### config.mk
export PLATFORM = sky130hd
export DESIGN_NAME = rgb_to_hsv_converter_core
export DESIGN_NICKNAME = d
export VERILOG_FILES = /design/src/sv/rhc_pkg.sv /design/src/sv/rhc_front.sv /design/src/sv/rhc_div_cell.sv /design/src/sv/rgb_to_hsv_converter_core.sv
export SDC_FILE = /design/constraint.sdc
export NUM_CORES = 2
export LEC_CHECK = 0
export ABC_AREA = 1
export BUFFER_PORTS_ARGS = -buffer_cell sky130_fd_sc_hd__buf_2
export CAP_MARGIN = 20
export CORE_ASPECT_RATIO = 1.5
export CORE_UTILIZATION = 40
export CTS_CLUSTER_DIAMETER = 200
export DETAILED_ROUTE_END_ITERATION = 8
export PLACE_DENSITY = 0.58
export SYNTH_ARGS = -nofsm -noshare
export SYNTH_HDL_FRONTEND = slang
export SYNTH_SLANG_ARGS = --single-unit
### constraint.sdc
create_clock -name clk -period 39.3 [get_ports clk]
set_clock_uncertainty 0.05 [all_clocks]
set_input_delay 3.93 -clock clk [delete_from_list [all_inputs] [get_ports clk]]
set_output_delay 3.93 -clock clk [all_outputs]
set_load 0.005 [all_outputs]
### src/sv/rhc_pkg.sv
// Shared types, widths and the divider step function for the RGB to HSV converter.
package rhc_pkg;

  localparam int unsigned CHAN_W = 8;
  localparam int unsigned HUE_W  = 15;
  localparam int unsigned SAT_W  = 16;
  localparam int unsigned NUM_W  = 11;
  localparam int unsigned PROD_W = 17;
  localparam int unsigned INT_W  = 9;

  typedef struct packed {
    logic [CHAN_W-1:0] value;
    logic              grey;
    logic              black;
  } pix_t;

  typedef logic [CHAN_W:0] step_t;

  function automatic step_t div_step(input logic [CHAN_W-1:0] rem,
                                     input logic              bit_in,
                                     input logic [CHAN_W-1:0] dvsr);
    logic [CHAN_W:0]   wide;
    logic [CHAN_W:0]   diff;
    logic [CHAN_W-1:0] rem_out;
    logic              q;
    wide = {rem, bit_in};
    diff = wide - {1'b0, dvsr};
    if (wide >= {1'b0, dvsr}) begin
      q       = 1'b1;
      rem_out = diff[CHAN_W-1:0];
    end else begin
      q       = 1'b0;
      rem_out = wide[CHAN_W-1:0];
    end
    return {q, rem_out};
  endfunction

endpackage

### src/sv/rhc_front.sv
// Input stage: finds max, min and delta and loads both divider lanes.
module rhc_front import rhc_pkg::*; #(
  parameter int unsigned HUE_FRAC_BITS = 6,
  parameter int unsigned SAT_FRAC_BITS = 15,
  parameter int unsigned HSW = INT_W + HUE_FRAC_BITS,
  parameter int unsigned SSW = SAT_FRAC_BITS + 1
) (
  input  logic              clk,
  input  logic              rst_n,
  input  logic              adv,
  input  logic              in_vld,
  input  logic [CHAN_W-1:0] red,
  input  logic [CHAN_W-1:0] green,
  input  logic [CHAN_W-1:0] blue,
  output logic              vld_r,
  output pix_t              pix_r,
  output logic [CHAN_W-1:0] h_rem_r,
  output logic [CHAN_W-1:0] h_div_r,
  output logic [HSW-1:0]    h_sh_r,
  output logic [CHAN_W-1:0] s_rem_r,
  output logic [CHAN_W-1:0] s_div_r,
  output logic [SSW-1:0]    s_sh_r
);

  logic [CHAN_W-1:0] mx;
  logic [CHAN_W-1:0] mn;
  logic [CHAN_W-1:0] delta;
  logic [NUM_W-1:0]  d_ext;
  logic [NUM_W-1:0]  num;
  logic [PROD_W-1:0] prod;

  always_comb begin
    mx = red;
    mn = red;
    if (green > mx) mx = green;
    if (blue > mx) mx = blue;
    if (green < mn) mn = green;
    if (blue < mn) mn = blue;
    delta = mx - mn;
    d_ext = NUM_W'(delta);
    if (mx == red) begin
      if (green >= blue) begin
        num = NUM_W'(green) - NUM_W'(blue);
      end else begin
        num = (d_ext << 2) + (d_ext << 1) - (NUM_W'(blue) - NUM_W'(green));
      end
    end else if (mx == green) begin
      num = (d_ext << 1) + NUM_W'(blue) - NUM_W'(red);
    end else begin
      num = (d_ext << 2) + NUM_W'(red) - NUM_W'(green);
    end
    prod = (PROD_W'(num) << 6) - (PROD_W'(num) << 2);
  end

  always_ff @(posedge clk) begin
    if (!rst_n) begin
      vld_r <= 1'b0;
    end else if (adv) begin
      vld_r <= in_vld;
    end
  end

  always_ff @(posedge clk) begin
    if (adv) begin
      pix_r.value <= mx;
      pix_r.grey  <= (delta == '0);
      pix_r.black <= (mx == '0);
      h_rem_r     <= prod[PROD_W-1:INT_W];
      h_div_r     <= delta;
      h_sh_r      <= HSW'(prod[INT_W-1:0]) << HUE_FRAC_BITS;
      s_rem_r     <= {1'b0, delta[CHAN_W-1:1]};
      s_div_r     <= mx;
      s_sh_r      <= SSW'(delta[0]) << SAT_FRAC_BITS;
    end
  end

endmodule

### src/sv/rhc_div_cell.sv
// One divider cell: a restoring step for the hue and saturation lanes, if enabled.
module rhc_div_cell import rhc_pkg::*; #(
  parameter int unsigned HQW  = 15,
  parameter int unsigned HSW  = 15,
  parameter bit          HACT = 1'b1,
  parameter int unsigned SQW  = 16,
  parameter int unsigned SSW  = 16,
  parameter bit          SACT = 1'b1
) (
  input  logic              clk,
  input  logic              rst_n,
  input  logic              adv,
  input  logic              vld_i,
  input  pix_t              pix_i,
  input  logic [CHAN_W-1:0] h_rem_i,
  input  logic [CHAN_W-1:0] h_div_i,
  input  logic [HSW-1:0]    h_sh_i,
  input  logic [HQW-1:0]    h_q_i,
  input  logic [CHAN_W-1:0] s_rem_i,
  input  logic [CHAN_W-1:0] s_div_i,
  input  logic [SSW-1:0]    s_sh_i,
  input  logic [SQW-1:0]    s_q_i,
  output logic              vld_r,
  output pix_t              pix_r,
  output logic [CHAN_W-1:0] h_rem_r,
  output logic [CHAN_W-1:0] h_div_r,
  output logic [HSW-1:0]    h_sh_r,
  output logic [HQW-1:0]    h_q_r,
  output logic [CHAN_W-1:0] s_rem_r,
  output logic [CHAN_W-1:0] s_div_r,
  output logic [SSW-1:0]    s_sh_r,
  output logic [SQW-1:0]    s_q_r
);

  step_t            h_step;
  step_t            s_step;
  logic [CHAN_W-1:0] h_rem_nxt;
  logic [HSW-1:0]    h_sh_nxt;
  logic [HQW-1:0]    h_q_nxt;
  logic [CHAN_W-1:0] s_rem_nxt;
  logic [SSW-1:0]    s_sh_nxt;
  logic [SQW-1:0]    s_q_nxt;

  always_comb begin
    h_step = div_step(h_rem_i, h_sh_i[HSW-1], h_div_i);
    s_step = div_step(s_rem_i, s_sh_i[SSW-1], s_div_i);
    if (HACT) begin
      h_rem_nxt = h_step[CHAN_W-1:0];
      h_sh_nxt  = h_sh_i << 1;
      h_q_nxt   = {h_q_i[HQW-2:0], h_step[CHAN_W]};
    end else begin
      h_rem_nxt = h_rem_i;
      h_sh_nxt  = h_sh_i;
      h_q_nxt   = h_q_i;
    end
    if (SACT) begin
      s_rem_nxt = s_step[CHAN_W-1:0];
      s_sh_nxt  = s_sh_i << 1;
      s_q_nxt   = {s_q_i[SQW-2:0], s_step[CHAN_W]};
    end else begin
      s_rem_nxt = s_rem_i;
      s_sh_nxt  = s_sh_i;
      s_q_nxt   = s_q_i;
    end
  end

  always_ff @(posedge clk) begin
    if (!rst_n) begin
      vld_r <= 1'b0;
    end else if (adv) begin
      vld_r <= vld_i;
    end
  end

  always_ff @(posedge clk) begin
    if (adv) begin
      pix_r   <= pix_i;
      h_rem_r <= h_rem_nxt;
      h_div_r <= h_div_i;
      h_sh_r  <= h_sh_nxt;
      h_q_r   <= h_q_nxt;
      s_rem_r <= s_rem_nxt;
      s_div_r <= s_div_i;
      s_sh_r  <= s_sh_nxt;
      s_q_r   <= s_q_nxt;
    end
  end

endmodule

### src/sv/rgb_to_hsv_converter_core.sv
// Top level of the pipelined RGB to HSV converter built from a row of divider cells.
//
// The input channel takes one 8-bit RGB pixel per transfer on in_red, in_green and
// in_blue; the output channel returns hue (degrees with HUE_FRAC_BITS fraction bits),
// saturation (Q with SAT_FRAC_BITS fraction bits) and value (largest channel).
// Both channels use valid and stall; a transfer happens when valid is high and stall
// is low.
// A front stage finds max, min and delta; then a row of max(9 + HUE_FRAC_BITS,
// SAT_FRAC_BITS + 1) cells each resolves one quotient bit of the hue and of the
// saturation division while that quotient still lacks bits. A pixel passes the front
// register and then each cell register in turn. A new pixel is taken every cycle
// unless in_stall is high, and the rate is one pixel per cycle while not stalled.
// When the receiver stalls while a result waits, the whole row holds and in_stall
// is raised; bubbles advance freely when the output register is empty.
// Reset clears the valid bits of every stage; no result is presented after reset
// until a pixel has passed through the row.
module rgb_to_hsv_converter_core import rhc_pkg::*; #(
  parameter int unsigned HUE_FRAC_BITS = 6,
  parameter int unsigned SAT_FRAC_BITS = 15
) (
  input  logic              clk,
  input  logic              rst_n,
  input  logic              in_valid,
  output logic              in_stall,
  input  logic [CHAN_W-1:0] in_red,
  input  logic [CHAN_W-1:0] in_green,
  input  logic [CHAN_W-1:0] in_blue,
  output logic              out_valid,
  input  logic              out_stall,
  output logic [HUE_W-1:0]  out_hue,
  output logic [SAT_W-1:0]  out_saturation,
  output logic [CHAN_W-1:0] out_value
);

  localparam int unsigned HSW    = INT_W + HUE_FRAC_BITS;
  localparam int unsigned SSW    = SAT_FRAC_BITS + 1;
  localparam int unsigned HQW    = HSW;
  localparam int unsigned SQW    = SSW;
  localparam int unsigned NCELLS = (HSW > SSW) ? HSW : SSW;

  logic              adv;
  logic              vld   [0:NCELLS];
  pix_t              pix   [0:NCELLS];
  logic [CHAN_W-1:0] h_rem [0:NCELLS];
  logic [CHAN_W-1:0] h_div [0:NCELLS];
  logic [HSW-1:0]    h_sh  [0:NCELLS];
  logic [HQW-1:0]    h_q   [0:NCELLS];
  logic [CHAN_W-1:0] s_rem [0:NCELLS];
  logic [CHAN_W-1:0] s_div [0:NCELLS];
  logic [SSW-1:0]    s_sh  [0:NCELLS];
  logic [SQW-1:0]    s_q   [0:NCELLS];
  logic [HUE_W-1:0]  hue_raw;
  logic [SAT_W-1:0]  sat_raw;

  assign adv      = !out_valid || !out_stall;
  assign in_stall = !adv;

  rhc_front #(
    .HUE_FRAC_BITS (HUE_FRAC_BITS),
    .SAT_FRAC_BITS (SAT_FRAC_BITS),
    .HSW           (HSW),
    .SSW           (SSW)
  ) u_front (
    .clk     (clk),
    .rst_n   (rst_n),
    .adv     (adv),
    .in_vld  (in_valid),
    .red     (in_red),
    .green   (in_green),
    .blue    (in_blue),
    .vld_r   (vld[0]),
    .pix_r   (pix[0]),
    .h_rem_r (h_rem[0]),
    .h_div_r (h_div[0]),
    .h_sh_r  (h_sh[0]),
    .s_rem_r (s_rem[0]),
    .s_div_r (s_div[0]),
    .s_sh_r  (s_sh[0])
  );

  assign h_q[0] = '0;
  assign s_q[0] = '0;

  for (genvar i = 0; i < NCELLS; i++) begin : g_cell
    rhc_div_cell #(
      .HQW  (HQW),
      .HSW  (HSW),
      .HACT (i < HSW),
      .SQW  (SQW),
      .SSW  (SSW),
      .SACT (i < SSW)
    ) u_cell (
      .clk     (clk),
      .rst_n   (rst_n),
      .adv     (adv),
      .vld_i   (vld[i]),
      .pix_i   (pix[i]),
      .h_rem_i (h_rem[i]),
      .h_div_i (h_div[i]),
      .h_sh_i  (h_sh[i]),
      .h_q_i   (h_q[i]),
      .s_rem_i (s_rem[i]),
      .s_div_i (s_div[i]),
      .s_sh_i  (s_sh[i]),
      .s_q_i   (s_q[i]),
      .vld_r   (vld[i+1]),
      .pix_r   (pix[i+1]),
      .h_rem_r (h_rem[i+1]),
      .h_div_r (h_div[i+1]),
      .h_sh_r  (h_sh[i+1]),
      .h_q_r   (h_q[i+1]),
      .s_rem_r (s_rem[i+1]),
      .s_div_r (s_div[i+1]),
      .s_sh_r  (s_sh[i+1]),
      .s_q_r   (s_q[i+1])
    );
  end

  if (HQW >= HUE_W) begin : g_hue_trunc
    assign hue_raw = h_q[NCELLS][HUE_W-1:0];
  end else begin : g_hue_ext
    assign hue_raw = HUE_W'(h_q[NCELLS]);
  end

  if (SQW >= SAT_W) begin : g_sat_trunc
    assign sat_raw = s_q[NCELLS][SAT_W-1:0];
  end else begin : g_sat_ext
    assign sat_raw = SAT_W'(s_q[NCELLS]);
  end

  assign out_valid      = vld[NCELLS];
  assign out_hue        = pix[NCELLS].grey ? '0 : hue_raw;
  assign out_saturation = pix[NCELLS].black ? '0 : sat_raw;
  assign out_value      = pix[NCELLS].value;

endmodule
==> results.py <==
metrics = {
    "outcome": {
        "outcome": "complete, no violations",
    },
    "grt": {
        "overflow": 0,
        "grt.total_usage_pct": 15.7,
        "grt_max_degree": 173,
        "antenna_found_initial": 0,
        "grt_pass1_wl_mm": 131,
        "grt_pass1_vias": 26800,
    },
    "yosys": {
        "avgSynthCellArea_um2": 11.3,
        "synthesis.area_mm2": 0.0423,
        "synth_edf_count": 829,
        "yosys_most_used_dff": "edfxtp_1",
        "synthCells": 3762,
        "yosysWarnings": 0,
        "synth_top_cell_by_area": "edfxtp_1",
        "yosysSeqAreaShare_pct": 59.6,
        "synth_cell_types": 55,
        "yosysMostFrequentCell": "edfxtp_1",
        "yosysTopAreaCellShare_pct": 58.8,
        "syn_nets": 4179,
        "synthTopCellsByArea": "edfxtp_1 (59%), ha_1 (10%), inv_1 (5.3%), nand2_1 (4.0%), nor2_1 (3.7%)",
        "ys_seq_elements": 846,
        "synth_commonest_cells": "edfxtp_1 (829), inv_1 (598), nand2_1 (453)",
        "async_flop_share_pct": 0,
    },
    "clocking": {
        "cts_tree": "built",
        "htree_levels": 3,
        "path_clk_slew_ps": 60,
        "clk_latency_ps": 670,
        "postCtsSetupBuffers": 0,
        "clock_path_buffers": 3,
        "root_buffer": "clkbuf_16",
        "cts_resized": 0,
        "hold_buffers": 0,
        "cts_sinks": 846,
        "numCtsBuffers": 83,
    },
    "cells_and_area": {
        "nNetsFinal": 4292,
        "num-fill-cells": 9683,
        "drive_above_1_share_pct": 6.80,
        "stdcell_area_mm2": 0.0469,
        "area_delta_synth_final_pct": 10.7,
        "diodes": 0,
    },
    "critical_path": {
        "crit_slowest_cell": "xnor2_1",
        "reg2reg_from": "g_cell[15].u_cell.vld_r",
        "crit_type": "in2reg",
        "r2r_cells": 6,
        "r2r_slack_ps": 34240,
        "worstPathMaxFanout": 20,
        "rr_endpoint": "g_cell[2].u_cell.pix_r[0]",
        "path_common_cell": "nand2_1",
        "worstPathRequired_ps": 39670,
        "worstSetupStartpointType": "input pin",
        "end_kind": "flip-flop",
        "worstPathArrival_ps": 12580,
        "cpPeakStageDelay_ps": 800,
    },
    "drt": {
        "via_per_inst": 4.88,
        "wl_met2_mm": 49.5,
        "met3_wirelength_mm": 2.26,
        "drtAntennaViolNets": 0,
        "first_pass_iters": 5,
        "wirelength_met1_mm": 26.5,
        "drc": 0,
        "top_layer": "met4",
        "routed_wl_mm": 83.5,
        "vias": 26000,
        "initialDrtViolationCount": 1226,
        "wl_per_cell_um": 15.7,
    },
    "sta": {
        "hold_violations": 0,
        "finalCriticalPeriod_ps": 12210,
        "finalSetupTns_ps": 0,
        "max_slew_margin_pct": 28.9,
        "max_freq_ghz": 0.0819,
        "tightest_slew_ps": 1070,
        "fin_crit_sh_pct": 31.1,
        "setup_viol": 0,
        "slew_viol_final": 0,
        "grt_setup_unrepaired": "no",
    },
    "placement": {
        "dpl_cell_area_mm2": 0.0443,
        "io_buffers": 68,
        "gp_congestion": 0.921,
        "dp_hpwl_mm": 63.1,
    },
    "die": {
        "core-area_mm2": 0.105,
        "num_rows": 145,
        "die_width_um": 268,
        "initial_core_util_pct": 40.5,
        "die_area_mm2": 0.107,
        "dieHeight_um": 400,
        "io_pins": 69,
    },
    "hold_path": {
        "hold-path-cell-count": 0,
        "hold_end": "g_cell[6].u_cell.h_q_r[5]",
        "hp-class": "reg2reg",
        "worstHoldStart": "g_cell[5].u_cell.h_q_r[4]",
    },
    "run": {
        "max_cap_viol_count": 0,
    },
}
worst max-delay path by stage:
stage               startpoint                      end  cells after the start
global route         in_red[1]       u_front.h_rem_r[6]                     46
global placement     in_red[1]       u_front.h_rem_r[7]                     49
detailed placement   in_red[1]       u_front.h_rem_r[7]                     49
CTS                  in_red[1]       u_front.h_rem_r[7]                     49
finish               in_red[1]       u_front.h_rem_r[7]                     49
floorplan            out_stall  g_cell[15].u_cell.vld_r                      3
sequential cells by signal, summed over array words and instances, names as in the netlist, 16 cells and up:
register	flops
g_cell.u_cell.h_div_r	112
g_cell.u_cell.h_q_r	135
g_cell.u_cell.h_rem_r	112
g_cell.u_cell.h_sh_r	21
g_cell.u_cell.pix_r	136
g_cell.u_cell.s_div_r	24
g_cell.u_cell.s_q_r	136
g_cell.u_cell.s_rem_r	120
g_cell.u_cell.vld_r	16
layer usage:
layer  vias up  global-route usage, %
met3       224                   2.28
met4         0                   10.0
met2       376                   33.0
met5         -                      0
met1     12400                   12.9
li1      13100                      -
metrics by stage:
stage | cells | setup WS [ps] | util (%) | hold WS (ps)
3_3_place_gp | 5186 | 26500 | 42.4 | 350
2_1_floorplan | 3762 | 10460 | - | 350
6_report | 5335 | 27090 | 44.8 | 349
4_1_cts | 5335 | 27090 | 44.8 | 349
3_5_place_dp | 5186 | 26360 | 42.4 | 355
5_1_grt | 5335 | 26280 | 44.8 | 362
layout by cell type (no fill, tap or decap), drive strengths merged, types with 3 or more instances in the layout:
cell	instances
dfxtp	17
xor2	124
o311ai	3
nand3	115
o22ai	15
nand4	32
nor4	3
ha	339
inv	610
clkinv	42
a21o	6
edfxtp	829
xnor2	47
clkbuf	98
a211oi	12
nand3b	3
o31ai	25
bufinv	3
o211ai	7
fa	50
nand2	477
buf	82
nor3	41
o21ai	254
o21bai	6
a31oi	21
a21oi	229
nor2	424
or2	9
cell type report:
cell class | count | area (um^2) | share of cell area, %
Tap cell | 1396 | 1750 | 3.73
Multi-Input combinational cell | 2256 | 14600 | 31.1
Clock inverter | 51 | 418 | 0.892
Timing Repair Buffer | 82 | 458 | 0.977
Sequential cell | 846 | 25200 | 53.8
Inverter | 606 | 2270 | 4.85
Clock buffer | 98 | 2170 | 4.62
worst max-delay path, delay by kind of cell:
family | cells | cell delay (ps)
adder cells (fa/ha/maj) | 7 | 2340
XOR/XNOR | 2 | 960
AO/OA/AOI/OAI | 6 | 1250
buffers and inverters | 4 | 480
AND/OR/NAND/NOR | 30 | 3600
kinds of logic (layout without fill, tap and decap cells):
group / after synthesis / after routing / synth area share [%]
multiplexers: 1 / 1 / 0.0236
AO/OA/AOI/OAI: 587 / 587 / 7.52
buffers and inverters: 660 / 837 / 6.02
flip-flops: 846 / 846 / 59.6
XOR/XNOR: 171 / 171 / 3.54
AND/OR/NAND/NOR: 1108 / 1108 / 10.9
adder cells (fa/ha/maj): 389 / 389 / 12.4
Power is not shown: default switching activity piles up to over one toggle a cycle in this logic, so the estimate is an artifact.
